### src/rtl/vda_pkg.sv
package vda_pkg;

   localparam int SUM_BITS      = 28;
   localparam int CNT_BITS      = 13;
   localparam int AXIS_BITS     = 16;
   localparam int CSR_IDX_BITS  = 3;
   localparam int MUL_IDX_BITS  = $clog2(SUM_BITS);

   localparam int DEF_MAX_HITS    = 4096;
   localparam int DEF_POS_BITS    = 20;
   localparam int DEF_ENERGY_BITS = 16;
   localparam int DEF_FRAC_BITS   = 16;

   localparam logic [CSR_IDX_BITS-1:0] REG_USE_ENERGY = 3'd0;
   localparam logic [CSR_IDX_BITS-1:0] REG_VERTEX_X   = 3'd1;
   localparam logic [CSR_IDX_BITS-1:0] REG_VERTEX_Z   = 3'd2;
   localparam logic [CSR_IDX_BITS-1:0] REG_AXIS_X     = 3'd3;
   localparam logic [CSR_IDX_BITS-1:0] REG_AXIS_Z     = 3'd4;

   localparam logic [1:0] STAT_ENERGY   = 2'd0;
   localparam logic [1:0] STAT_HITS     = 2'd1;
   localparam logic [1:0] STAT_DEGEN    = 2'd2;
   localparam logic [1:0] STAT_NO_HITS  = 2'd3;

   typedef struct packed {
      logic                    accept;
      logic                    clear;
      logic                    capture;
      logic                    select;
      logic                    mul_step;
      logic                    mul_sel;
      logic                    mul_last;
      logic [MUL_IDX_BITS-1:0] mul_idx;
      logic                    div_load;
      logic                    div_step;
   } cmd_type;

   typedef struct packed {
      logic last_pending;
      logic ratio;
   } stat_type;

endpackage

### src/rtl/vda_ctrl.sv
module vda_ctrl #(
   parameter int FRAC_BITS = vda_pkg::DEF_FRAC_BITS
) (
   input  logic               clock,
   input  logic               reset,
   input  logic               req_valid,
   output logic               req_stall,
   output logic               rsp_valid,
   input  logic               rsp_stall,
   input  vda_pkg::stat_type  stat,
   output vda_pkg::cmd_type   cmd
);

   localparam int STEPS = (vda_pkg::SUM_BITS > FRAC_BITS + 1) ?
                          vda_pkg::SUM_BITS : FRAC_BITS + 1;
   localparam int CW = $clog2(STEPS);

   localparam logic [2:0] ST_RUN   = 3'd0;
   localparam logic [2:0] ST_CAPT  = 3'd1;
   localparam logic [2:0] ST_SEL   = 3'd2;
   localparam logic [2:0] ST_MULA  = 3'd3;
   localparam logic [2:0] ST_MULB  = 3'd4;
   localparam logic [2:0] ST_DLOAD = 3'd5;
   localparam logic [2:0] ST_DIV   = 3'd6;
   localparam logic [2:0] ST_OUT   = 3'd7;

   logic [2:0]    state_ff, state_in;
   logic [CW-1:0] count_ff, count_in;

   assign req_stall = (state_ff != ST_RUN) | stat.last_pending;
   assign rsp_valid = (state_ff == ST_OUT);

   always_comb begin
      state_in = state_ff;
      count_in = count_ff;
      cmd = '0;
      cmd.mul_idx = count_ff[vda_pkg::MUL_IDX_BITS-1:0];
      unique case (state_ff)
         ST_RUN: begin
            cmd.accept = req_valid & ~req_stall;
            if (stat.last_pending) state_in = ST_CAPT;
         end
         ST_CAPT: begin
            cmd.capture = 1'b1;
            state_in = ST_SEL;
         end
         ST_SEL: begin
            cmd.select = 1'b1;
            count_in = CW'(vda_pkg::SUM_BITS - 1);
            state_in = stat.ratio ? ST_MULA : ST_OUT;
         end
         ST_MULA, ST_MULB: begin
            cmd.mul_step = 1'b1;
            cmd.mul_sel  = (state_ff == ST_MULB);
            cmd.mul_last = (count_ff == '0);
            count_in = count_ff - 1'b1;
            if (count_ff == '0) begin
               count_in = CW'(vda_pkg::SUM_BITS - 1);
               state_in = (state_ff == ST_MULA) ? ST_MULB : ST_DLOAD;
            end
         end
         ST_DLOAD: begin
            cmd.div_load = 1'b1;
            count_in = CW'(FRAC_BITS);
            state_in = ST_DIV;
         end
         ST_DIV: begin
            cmd.div_step = 1'b1;
            count_in = count_ff - 1'b1;
            if (count_ff == '0) state_in = ST_OUT;
         end
         ST_OUT: begin
            if (!rsp_stall) begin
               cmd.clear = 1'b1;
               state_in = ST_RUN;
            end
         end
         default: state_in = ST_RUN;
      endcase
   end

   always_ff @(posedge clock) begin
      if (reset) begin
         state_ff <= ST_RUN;
         count_ff <= '0;
      end else begin
         state_ff <= state_in;
         count_ff <= count_in;
      end
   end

endmodule

### config.mk
export PLATFORM = sky130hd
export DESIGN_NAME = vda_ctrl
export DESIGN_NICKNAME = d
export VERILOG_FILES = /design/src/rtl/vda_pkg.sv /design/src/rtl/vda_ctrl.sv
export SDC_FILE = /design/constraint.sdc
export NUM_CORES = 1
export LEC_CHECK = 0
export ABC_AREA = 1
export BUFFER_PORTS_ARGS = -buffer_cell sky130_fd_sc_hd__buf_2
export CAP_MARGIN = 20
export CORE_AREA = 2 2 40 42
export CTS_CLUSTER_SIZE = 25
export DETAILED_ROUTE_END_ITERATION = 8
export DIE_AREA = 0 0 42 44
export GPL_ROUTABILITY_DRIVEN = 0
export PLACE_DENSITY = 0.75
export SYNTH_ARGS = -nofsm -noshare
export SYNTH_HDL_FRONTEND = slang
export SYNTH_SLANG_ARGS = --single-unit
export TNS_END_PERCENT = 1
### constraint.sdc
create_clock -name clock -period 1.74 [get_ports clock]
set_clock_uncertainty 0.1 [all_clocks]
set_input_delay 0.174 -clock clock [delete_from_list [all_inputs] [get_ports clock]]
set_output_delay 0.174 -clock clock [all_outputs]
set_load 0.05 [all_outputs]
==> results.py <==
metrics = {
    "sta": {
        "slew_viol_final": 0,
        "relSlewSlack_pct": 83.18,
        "fmax_ghz": 0.5921,
        "period_minus_slack_ns": 1.689,
        "rsz0062_at_grt": "true",
        "min_period_over_period_pct": 97.06,
        "finalHoldViolations": 0,
        "hold_ws_ns": 0.02195,
        "max_slew.worst_pin.slew_ns": 0.2541,
        "finalSetupViolations": 0,
        "setup_ws_ns": 0.05113,
    },
    "cells_and_area": {
        "layout_common_cells": "nand2_1 (26), inv_1 (21), buf_2 (19), nor2_1 (13), nand3_1 (10)",
        "drive_gt1_share_pct": 34.11,
        "area_growth_pct": 24.07,
        "nets": 138,
        "final.fill_count": 148,
        "antenna_cells": 0,
        "final_common_cell": "nand2_1",
        "fin_area_um2": 793.3,
    },
    "global_routing": {
        "grt_overflow": 0,
        "grt_pass1_wl_um": 2387,
        "grt_max_degree": 12,
        "groute.usage.overall_pct": 16.59,
        "first_global_vias": 589,
        "antenna_found_initial": 0,
    },
    "floorplanning": {
        "start_util_pct": 45.06,
        "dieArea_mm2": 0.001848,
        "ios": 22,
        "die_h_um": 44,
        "fp.coreArea_mm2": 0.001419,
        "die_width_um": 42,
        "rows": 14,
    },
    "cts": {
        "cts_tree": "done",
        "clock_path_buffers": 2,
        "cts_buffers": 3,
        "cts-root-buf": "clkbuf_4",
        "cts.clk_slew.worst_paths_ns": 0.05,
        "htree_num_levels": 1,
        "cts_num_sinks": 8,
        "clk_latency_ns": 0.24,
    },
    "routing": {
        "drc_errors": 0,
        "wl_per_cell_um": 9.869,
        "drtIter0Drc": 10,
        "firstDrtPassIters": 4,
        "ant_nets": 0,
        "vias": 697,
        "drt_wl_total_um": 1431,
        "routed_via_density": 4.807,
    },
    "yosys": {
        "synth.area.mux_share_pct": 0,
        "syn_nets": 114,
        "synth_xor_area_share_pct": 1.370,
        "yosys.area.top_type_share_pct": 25.05,
        "ys_types": 18,
        "synth_fa_ha_area_share_pct": 1.957,
        "yosys_register_bits": 8,
        "ys_warn_count": 0,
        "synth_top_family_by_area": "simple AND/OR/NAND/NOR gates",
        "synth.avg_cell_area_um2": 5.975,
        "synthSimpleGateAreaFrac_pct": 47.55,
        "synth_area_leaders": "dfxtp_1 (25%), nand2_1 (15%), inv_1 (12%)",
        "netlist.top_cell.by_area": "dfxtp_1",
        "yosysSeqAreaShare_pct": 25.05,
        "synth_compound_area_share_pct": 6.262,
        "synthCells": 107,
        "syn-cell-area_um2": 639.4,
    },
    "worst_setup_path": {
        "critical_path_required_ns": 1.47,
        "crit_path_end": "cmd[7]",
        "cp-end-kind": "output pin",
        "r2r_end": "count_ff[3]",
        "r2r_cells": 8,
        "start_kind": "flop",
        "cp_cell_sequence": "inv_1 -> ha_2 -> nand3_2 -> inv_1 -> nand2_2 -> inv_1 -> buf_6",
        "arrival_ns": 1.41,
        "worst-r2r-setup-slack_ns": 0.39,
        "rr_startpoint": "count_ff[0]",
        "slowest_stage": "dfxtp_1",
        "crit_start": "count_ff[0]",
        "max_stage_delay_ns": 0.32,
        "cp_max_fo": 4,
        "cp_common_cell": "inv_1",
        "crit_type": "reg2out",
    },
    "run": {
        "drv_cap": 0,
    },
    "pwr": {
        "power_density_mw_per_mm2": 2118,
        "p_leak_uw": 0.0005006,
        "p_total_uw": 1680,
        "peakVddDrop_mv": 0.9709,
    },
    "placed_design": {
        "port_buffers": 21,
        "hpwlAfterDp_um": 1137,
        "placed_cell_area_um2": 747.0,
        "place_ws_ns": 0.1940,
    },
    "status": {
        "status": "completed",
    },
    "hold_path": {
        "min_path_type": "in2reg",
    },
}
what timing repair did:
item,CTS,global route
setup endpoints to repair,1,7
gates resized for setup,2,8
hold buffers,0,0
buffers inserted,0,0
worst min-delay path by stage:
stage                     slack [ns]  cells past startpoint  startpoint           to
after global routing            0.02                      2       reset  count_ff[2]
after detailed placement        0.28                      2       reset  count_ff[2]
after floorplan                 0.14                      1       reset  count_ff[2]
final                           0.02                      2       reset  count_ff[2]
after global placement          0.27                      2       reset  count_ff[2]
after CTS                       0.02                      2       reset  count_ff[4]
worst max-delay path, delay by kind of cell (launching register included):
family	cells	cell delay [ns]
buffers and inverters	4	0.43
flip-flops	1	0.32
adder cells (fa/ha/maj)	1	0.22
AND/OR/NAND/NOR	2	0.18
state kept, by name, summed over array words and instances, names as in the netlist:
name      flops
count_ff      5
state_ff      3
metal layers:
metal	wire (um)	vias to the layer above	GRT usage [%]	part of all wire, %
met4	0	0	0	0
met2	774	19	34.69	54
met3	96	0	5.000	6.7
met5	0	-	0	0
met1	560	312	16.96	39
li1	-	366	-	-
through the flow:
step,instances,TNS [ns],utilization [%]
floorplan,107,-0.2388,-
global placement,142,0,52.65
detailed placement,142,0,52.65
CTS,145,0,54.76
global route,145,-0.04816,55.91
finish,145,0,55.91
where the power goes:
group,switching [uW],internal [uW]
Clock,55.6,78.4
Sequential,105,258
Combinational,839,344
layout make-up:
| cell class | instances | area (um2) | area share, % |
|---|---|---|---|
| multi-input combinational | 73 | 377.9 | 47.63 |
| tap | 16 | 20.02 | 2.524 |
| inverter | 24 | 91.34 | 11.51 |
| timing repair buffer | 21 | 117.6 | 14.83 |
| clock buffer | 3 | 22.52 | 2.839 |
| sequential | 8 | 163.9 | 20.66 |
cell usage after synthesis:
master	n
inv_2	2
o21ai_0	3
nor2_2	1
inv_1	21
nand2_2	5
ha_1	1
buf_6	2
nor3_1	2
nand2_1	26
nor2_1	13
xnor2_1	1
clkinv_2	1
nand3_1	11
nor2_4	2
a21oi_1	5
nand3_2	1
dfxtp_1	8
nand2_4	2
kinds of logic after synthesis:
logic type,after synthesis
buf+inv,26
xor+xnor,1
simple gates,63
flops,8
fa+ha+maj,1
compound gates,8
Power figures use the tool's default switching activity.
