### config.mk
export PLATFORM = sky130hd
export DESIGN_NAME = vda_datapath
export DESIGN_NICKNAME = d
export VERILOG_FILES = /design/src/rtl/vda_pkg.sv /design/src/rtl/vda_datapath.sv
export SDC_FILE = /design/constraint.sdc
export NUM_CORES = 2
export LEC_CHECK = 0
export ABC_AREA = 1
export ABC_CLOCK_PERIOD_IN_PS = 22500
export BUFFER_PORTS_ARGS = -buffer_cell sky130_fd_sc_hd__buf_2
export CORE_UTILIZATION = 25
export CTS_BUF_LIST = sky130_fd_sc_hd__clkbuf_4 sky130_fd_sc_hd__clkbuf_8
export DETAILED_ROUTE_END_ITERATION = 8
export PLACE_DENSITY_LB_ADDON = 0.2
export RECOVER_POWER = 100
export SLEW_MARGIN = 20
export SYNTH_ARGS = -nofsm -noshare
export SYNTH_HDL_FRONTEND = slang
export SYNTH_SLANG_ARGS = --single-unit
### constraint.sdc
create_clock -name clock -period 22.5 [get_ports clock]
set_input_delay 4.5 -clock clock [delete_from_list [all_inputs] [get_ports clock]]
set_output_delay 4.5 -clock clock [all_outputs]
set_load 0.1 [all_outputs]
### src/rtl/vda_pkg.sv
package vda_pkg;

   localparam int SUM_BITS      = 28;
   localparam int CNT_BITS      = 13;
   localparam int AXIS_BITS     = 16;
   localparam int CSR_IDX_BITS  = 3;
   localparam int MUL_IDX_BITS  = $clog2(SUM_BITS);

   localparam int DEF_MAX_HITS    = 4096;
   localparam int DEF_POS_BITS    = 20;
   localparam int DEF_ENERGY_BITS = 16;
   localparam int DEF_FRAC_BITS   = 16;

   localparam logic [CSR_IDX_BITS-1:0] REG_USE_ENERGY = 3'd0;
   localparam logic [CSR_IDX_BITS-1:0] REG_VERTEX_X   = 3'd1;
   localparam logic [CSR_IDX_BITS-1:0] REG_VERTEX_Z   = 3'd2;
   localparam logic [CSR_IDX_BITS-1:0] REG_AXIS_X     = 3'd3;
   localparam logic [CSR_IDX_BITS-1:0] REG_AXIS_Z     = 3'd4;

   localparam logic [1:0] STAT_ENERGY   = 2'd0;
   localparam logic [1:0] STAT_HITS     = 2'd1;
   localparam logic [1:0] STAT_DEGEN    = 2'd2;
   localparam logic [1:0] STAT_NO_HITS  = 2'd3;

   typedef struct packed {
      logic                    accept;
      logic                    clear;
      logic                    capture;
      logic                    select;
      logic                    mul_step;
      logic                    mul_sel;
      logic                    mul_last;
      logic [MUL_IDX_BITS-1:0] mul_idx;
      logic                    div_load;
      logic                    div_step;
   } cmd_type;

   typedef struct packed {
      logic last_pending;
      logic ratio;
   } stat_type;

endpackage

### src/rtl/vda_datapath.sv
module vda_datapath #(
   parameter int MAX_HITS    = vda_pkg::DEF_MAX_HITS,
   parameter int POS_BITS    = vda_pkg::DEF_POS_BITS,
   parameter int ENERGY_BITS = vda_pkg::DEF_ENERGY_BITS,
   parameter int FRAC_BITS   = vda_pkg::DEF_FRAC_BITS,
   parameter int CSR_BITS    = (POS_BITS > vda_pkg::AXIS_BITS) ? POS_BITS : vda_pkg::AXIS_BITS
) (
   input  logic                                clock,
   input  logic                                reset,
   input  logic                                csr_we,
   input  logic [vda_pkg::CSR_IDX_BITS-1:0]    csr_index,
   input  logic [CSR_BITS-1:0]                 csr_data,
   input  logic                                req_hit_present,
   input  logic signed [POS_BITS-1:0]          req_hit_x,
   input  logic signed [POS_BITS-1:0]          req_hit_z,
   input  logic [ENERGY_BITS-1:0]              req_hit_energy,
   input  logic                                req_last_hit,
   output logic [FRAC_BITS:0]                  rsp_asymmetry,
   output logic [1:0]                          rsp_status,
   input  vda_pkg::cmd_type                    cmd,
   output vda_pkg::stat_type                   stat
);

   localparam int SB  = vda_pkg::SUM_BITS;
   localparam int CB  = vda_pkg::CNT_BITS;
   localparam int AB  = vda_pkg::AXIS_BITS;
   localparam int PB  = POS_BITS + 18;
   localparam int MB  = POS_BITS + 17;
   localparam int EW  = ((ENERGY_BITS > SB) ? ENERGY_BITS : SB) + 1;
   localparam int TW  = SB + PB;
   localparam int RW  = TW + 1 + FRAC_BITS;
   localparam logic [SB-1:0] SUM_MAX = {SB{1'b1}};
   localparam logic [CB-1:0] CNT_MAX = {CB{1'b1}};
   localparam logic signed [PB-1:0] P_MAX = {1'b0, {(PB-1){1'b1}}};
   localparam logic signed [PB-1:0] P_MIN = {1'b1, {(PB-1){1'b0}}};

   // configuration
   logic                       use_energy_ff;
   logic signed [POS_BITS-1:0] vx_ff, vz_ff;
   logic signed [AB-1:0]       ax_ff, az_ff;

   always_ff @(posedge clock) begin
      if (reset) begin
         use_energy_ff <= 1'b1;
         vx_ff <= '0;
         vz_ff <= '0;
         ax_ff <= '0;
         az_ff <= '0;
      end else if (csr_we) begin
         unique case (csr_index)
            vda_pkg::REG_USE_ENERGY: use_energy_ff <= csr_data[0];
            vda_pkg::REG_VERTEX_X:   vx_ff <= csr_data[POS_BITS-1:0];
            vda_pkg::REG_VERTEX_Z:   vz_ff <= csr_data[POS_BITS-1:0];
            vda_pkg::REG_AXIS_X:     ax_ff <= csr_data[AB-1:0];
            vda_pkg::REG_AXIS_Z:     az_ff <= csr_data[AB-1:0];
            default: ;
         endcase
      end
   end

   // stage one: offsets and products
   logic signed [POS_BITS:0] dx, dz;
   logic signed [MB-1:0]     px, pz;
   logic signed [MB-1:0]     px_ff, pz_ff;
   logic                     s1_valid_ff, s1_present_ff, s1_last_ff;
   logic [ENERGY_BITS-1:0]   s1_energy_ff;

   assign dx = (POS_BITS+1)'(req_hit_x) - (POS_BITS+1)'(vx_ff);
   assign dz = (POS_BITS+1)'(req_hit_z) - (POS_BITS+1)'(vz_ff);
   assign px = MB'(dx) * MB'(ax_ff);
   assign pz = MB'(dz) * MB'(az_ff);

   always_ff @(posedge clock) begin
      if (reset) s1_valid_ff <= 1'b0;
      else       s1_valid_ff <= cmd.accept;
   end

   always_ff @(posedge clock) begin
      if (cmd.accept) begin
         px_ff <= px;
         pz_ff <= pz;
         s1_present_ff <= req_hit_present;
         s1_last_ff    <= req_last_hit;
         s1_energy_ff  <= req_hit_energy;
      end
   end

   assign stat.last_pending = s1_valid_ff & s1_last_ff;

   // stage two: side accumulators
   logic [SB-1:0]        bsum_ff, asum_ff;
   logic [CB-1:0]        bcnt_ff, acnt_ff;
   logic signed [PB-1:0] bmin_ff, bmax_ff, amin_ff, amax_ff;
   logic signed [PB-1:0] proj;
   logic                 take, to_before;
   logic [EW-1:0]        bsum_w, asum_w;

   assign proj      = PB'(px_ff) + PB'(pz_ff);
   assign to_before = proj[PB-1];
   assign take   = s1_valid_ff & s1_present_ff &
                   ((32'(bcnt_ff) + 32'(acnt_ff)) < 32'(MAX_HITS));
   assign bsum_w = EW'(bsum_ff) + EW'(s1_energy_ff);
   assign asum_w = EW'(asum_ff) + EW'(s1_energy_ff);

   always_ff @(posedge clock) begin
      if (reset || cmd.clear) begin
         bsum_ff <= '0;
         asum_ff <= '0;
         bcnt_ff <= '0;
         acnt_ff <= '0;
         bmin_ff <= P_MAX;
         amin_ff <= P_MAX;
         bmax_ff <= P_MIN;
         amax_ff <= P_MIN;
      end else if (take) begin
         if (to_before) begin
            if (proj < bmin_ff) bmin_ff <= proj;
            if (proj > bmax_ff) bmax_ff <= proj;
            bsum_ff <= (bsum_w > EW'(SUM_MAX)) ? SUM_MAX : bsum_w[SB-1:0];
            if (bcnt_ff != CNT_MAX) bcnt_ff <= bcnt_ff + 1'b1;
         end else begin
            if (proj < amin_ff) amin_ff <= proj;
            if (proj > amax_ff) amax_ff <= proj;
            asum_ff <= (asum_w > EW'(SUM_MAX)) ? SUM_MAX : asum_w[SB-1:0];
            if (acnt_ff != CNT_MAX) acnt_ff <= acnt_ff + 1'b1;
         end
      end
   end

   // lengths and metric choice
   logic [PB-1:0] la_ff, lb_ff;
   logic          e_live, h_live;
   logic [1:0]    code;
   logic [1:0]    status_ff;

   always_ff @(posedge clock) begin
      if (cmd.capture) begin
         la_ff <= (acnt_ff != '0) ? PB'(amax_ff - amin_ff) : '0;
         lb_ff <= (bcnt_ff != '0) ? PB'(bmax_ff - bmin_ff) : '0;
      end
   end

   always_comb begin
      e_live = ((la_ff != '0) && (asum_ff != '0)) || ((lb_ff != '0) && (bsum_ff != '0));
      h_live = ((la_ff != '0) && (acnt_ff != '0)) || ((lb_ff != '0) && (bcnt_ff != '0));
      priority if (use_energy_ff && e_live)        code = vda_pkg::STAT_ENERGY;
      else if ((bcnt_ff == '0) && (acnt_ff == '0)) code = vda_pkg::STAT_NO_HITS;
      else if (h_live)                             code = vda_pkg::STAT_HITS;
      else                                         code = vda_pkg::STAT_DEGEN;
   end

   assign stat.ratio = (code == vda_pkg::STAT_ENERGY) || (code == vda_pkg::STAT_HITS);

   // cross-weighted terms, one multiplier bit a cycle
   logic [SB-1:0] va_ff, vb_ff;
   logic [PB-1:0] ma_ff, mb_ff;
   logic [TW-1:0] acc_ff, acc_in, ta_ff, tb_ff;
   logic          mbit;

   assign mbit   = cmd.mul_sel ? vb_ff[cmd.mul_idx] : va_ff[cmd.mul_idx];
   assign acc_in = {acc_ff[TW-2:0], 1'b0} +
                   (mbit ? TW'(cmd.mul_sel ? mb_ff : ma_ff) : '0);

   // quotient, one bit a cycle
   logic [RW-1:0]    rem_ff, d_ff;
   logic [FRAC_BITS:0] q_ff;
   logic [TW-1:0]    num;
   logic [TW:0]      den;

   assign num = (ta_ff >= tb_ff) ? (ta_ff - tb_ff) : (tb_ff - ta_ff);
   assign den = (TW+1)'(ta_ff) + (TW+1)'(tb_ff);

   always_ff @(posedge clock) begin
      if (cmd.select) begin
         status_ff <= code;
         q_ff      <= '0;
         acc_ff    <= '0;
         if (code == vda_pkg::STAT_ENERGY) begin
            va_ff <= asum_ff;
            vb_ff <= bsum_ff;
         end else begin
            va_ff <= SB'(acnt_ff);
            vb_ff <= SB'(bcnt_ff);
         end
         ma_ff <= (la_ff != '0) ? ((lb_ff != '0) ? lb_ff : PB'(1)) : '0;
         mb_ff <= (lb_ff != '0) ? ((la_ff != '0) ? la_ff : PB'(1)) : '0;
      end
      if (cmd.mul_step) begin
         if (cmd.mul_last) begin
            acc_ff <= '0;
            if (cmd.mul_sel) tb_ff <= acc_in;
            else             ta_ff <= acc_in;
         end else begin
            acc_ff <= acc_in;
         end
      end
      if (cmd.div_load) begin
         rem_ff <= RW'(num) << FRAC_BITS;
         d_ff   <= RW'(den) << FRAC_BITS;
      end
      if (cmd.div_step) begin
         d_ff <= d_ff >> 1;
         if (rem_ff >= d_ff) begin
            rem_ff <= rem_ff - d_ff;
            q_ff   <= {q_ff[FRAC_BITS-1:0], 1'b1};
         end else begin
            q_ff   <= {q_ff[FRAC_BITS-1:0], 1'b0};
         end
      end
   end

   assign rsp_asymmetry = q_ff;
   assign rsp_status    = status_ff;

endmodule

==> summary.txt <==
Setup crit start kind: input pin
slew at the pin closest to its max-slew limit: 4246 ps
number of global-route vias before repair: 92.16k
first-pass GRT wire length: 607.0 mm
layout cells sized above 1: 0.04683
Worst Setup SP: cmd[2]
DRT Pass-1 Iters: 8
Vias: 93.58k
maximum VDD drop: 77.68 µV
initial antenna violation count: 18
Hold Violations, Final: 0
arrival time worst endpoint: 13640 ps
Final Cycle Share: 0.5708
Fin Setup TNS: 0 ps
setup violators final: 0
Synth Flop Type: edfxtp_1
worst skew pair latency: 1120 ps
CTS root buffer: clkbuf_8
Worst path slowest cell: clkbuf_1
chip width: 640.8 µm
Synth async-reset ratio: 0
# fillers: 45.44k
crit-path max FO: 39
Top-Level Pins: 119
Placer Congestion: 0.9799
CTS Buf Count: 197
Critical R2R Launch: vz_ff[0]
Initial Utilization: 0.2512
clock buffer depth: 4
status: complete, but fails checks
GRT Util Overall: 0.1962
via/cell ratio: 4.730
Max Cap Violations: 28
Max Clock Freq: 0.07786 GHz
CP Class: in2reg
Rows: 234
Layout area overhead: 10.30%
drt initial violations: 8265
max incr delay on CP: 1430 ps
post-DP HPWL: 339.3 mm
minimum clock period: 12840 ps
Num Clock Sinks: 988
gr ovfl total: 0
Yosys cell types: 64
Clk pin slew, worst setup/hold paths: 50 ps
RSZ-0062 raised after global routing: no
full die area: 0.4106 mm²
DR WL/cell: 20.84 µm
yosys synthesis warning count: 0
Hold Startpoint: amin_ff[29]
H-Tree Level Count: 4
DRC Markers: 6
WL final: 412.2 mm
CP Data Required Time: 23300 ps
register area share after synthesis: 0.2525
fin nets: 15.81k
Post-Syn Nets: 15.73k
setup bufs post-CTS: 0
Routed Antenna Nets: 0
die height: 640.8 µm
port bufs: 118
largest net degree at the start of global routing: 88
Leakage: 52.13 nW
EDFF count, synth: 598
Hold Crit Class: reg2reg
core area: 0.4061 mm²
CTS tree: yes
failing checks: design-rule violations, max-capacitance violations, max-slew violations
power density over the cells: 83.82 mW/mm²
number of hold buffers added after cts: 0
Design Power: 0.009433 W
fin util: 0.2771
Final Max Slew Viols: 1481
Rel. slew slack: -1.831
crit-path cells: clkbuf_1, clkinv_1, o21ai_0, o22ai_1, a31oi_1, nand3_1, a32oi_4, clkbuf_1, a21oi_1, ha_1, nand2_1, nor2_1, inv_1, o21ai_0, a21oi_1, nand2_1, a21oi_1, o21ai_0, nand3_1, nand2_1
syn_area_per_cell: 7.229 µm²
flops & latches, synth: 988
Critical Path End Type: flip-flop
Final Skew: 184.8 ps
post_cts resized: 0
post-synthesis cell area: 0.1020 mm²
synthesized instance count: 14.11k
[critical path, delay by kind of cell]
| family | cells | cell delay (ps) |
|---|---|---|
| AOI/OAI and AO/OA | 9 | 3310 |
| and+or+nand+nor | 6 | 1210 |
| buffers and inverters | 4 | 4030 |
| adders and majority gates | 1 | 480 |
[registers in the layout, summed over array words and instances (netlist names), 65 cells and up]
| register | flops |
|---|---|
| tb_ff | 66 |
| acc_ff | 65 |
| rem_ff | 83 |
| d_ff | 83 |
| ta_ff | 66 |
[cells by family (layout without fill, tap and decap cells)]
| family | after synthesis | after routing | share of synthesized area |
|---|---|---|---|
| other | 0 | 7 | 0 |
| AND/OR/NAND/NOR | 5773 | 5773 | 0.2334 |
| buffers and inverters | 2996 | 3233 | 0.1139 |
| multiplexers | 2 | 2 | 0.0001962 |
| adder cells (fa/ha/maj) | 1524 | 1524 | 0.2367 |
| AO/OA/AOI/OAI | 2462 | 2462 | 0.1318 |
| flip-flops | 988 | 988 | 0.2525 |
| XOR/XNOR | 367 | 367 | 0.03151 |
[synth_stat cells (all sizes together) (16+ instances only)]
library cell  instances  share of area
o211ai               54         0.0040
inv                2616          0.096
or2                  94         0.0058
xnor2               111         0.0095
xor2                256          0.022
o21ai               849          0.042
clkinv               19        0.00070
o221ai               18         0.0015
nand2              2914           0.11
nor3                156         0.0078
dfxtp               390          0.077
a21oi              1150          0.057
clkbuf              198         0.0073
nand4               127         0.0079
a21boi               31         0.0023
nand3               692          0.034
a31oi               106         0.0065
nor2               1671          0.062
edfxtp              598           0.18
a21o                 65         0.0048
o21a                 68         0.0050
buf                 163         0.0096
o21bai               77         0.0057
fa                  676           0.13
ha                  848           0.10
o22ai                16        0.00098
nor4                 74         0.0047
[cell type report]
type	count	area, µm²	area share
Multi-Input combinational cell	10130	64710	0.5750
Sequential cell	988	25760	0.2290
Inverter	2635	9896	0.08794
Tap cell	5428	6792	0.06035
Clock buffer	287	3531	0.03138
Timing Repair Buffer	237	1346	0.01196
Clock inverter	74	473.0	0.004203
Antenna cell	7	17.52	0.0001557
[per-stage QoR]
step	std cells	setup slack, ps	cell area (µm²)	hold slack, ps
2_1_floorplan	14110	10970	102000	428.9
3_3_place_gp	19420	9797	108700	439.1
3_5_place_dp	19420	9820	108700	442.3
4_1_cts	19780	10930	112700	457.4
5_1_grt	19780	9100	112500	478.6
6_report	19780	9656	112500	454.5
[layer usage]
layer	up-vias	share of wire	GRT usage
li1	45340	-	-
met5	-	0.00013	0
met3	511	0.052	0.02005
met2	2702	0.45	0.3202
met1	45010	0.46	0.2718
met4	8	0.033	0.05958
[report_power, final]
| part | switching [W] | total, W | internal, W | leakage (nW) |
|---|---|---|---|---|
| registers | 0.000161 | 0.00238 | 0.00222 | 9.26 |
| logic | 0.00356 | 0.00509 | 0.00154 | 40.8 |
| clock network | 0.000906 | 0.00196 | 0.00105 | 2.12 |
[layout by cell type, fill, tap and decap left out, types with 65 or more instances in the layout]
| cell | synthesis | final |
|---|---|---|
| a21o_1 | 65 | 65 |
| a21oi_1 | 1131 | 1131 |
| a31oi_1 | 106 | 106 |
| buf_2 | 92 | 89 |
| buf_4 | 36 | 92 |
| clkbuf_4 | 0 | 67 |
| clkbuf_8 | 0 | 220 |
| dfxtp_1 | 390 | 390 |
| edfxtp_1 | 598 | 598 |
| fa_1 | 676 | 676 |
| ha_1 | 848 | 848 |
| inv_1 | 2606 | 2608 |
| nand2_1 | 2896 | 2892 |
| nand3_1 | 687 | 686 |
| nand4_1 | 126 | 126 |
| nor2_1 | 1661 | 1660 |
| nor3_1 | 154 | 154 |
| nor4_1 | 73 | 73 |
| o21a_1 | 68 | 68 |
| o21ai_0 | 824 | 832 |
| o21bai_1 | 77 | 77 |
| or2_2 | 93 | 92 |
| xnor2_1 | 111 | 110 |
| xor2_1 | 256 | 254 |
[final timing paths]
check,depth (start not counted),slack [ps],endpoint
max,20,9660,ta_ff[62]
min,2,450,amin_ff[29]
max reg2reg,36,14000,pz_ff[34]
min reg2reg,2,450,amin_ff[29]
(Power assumes the default switching activity.)
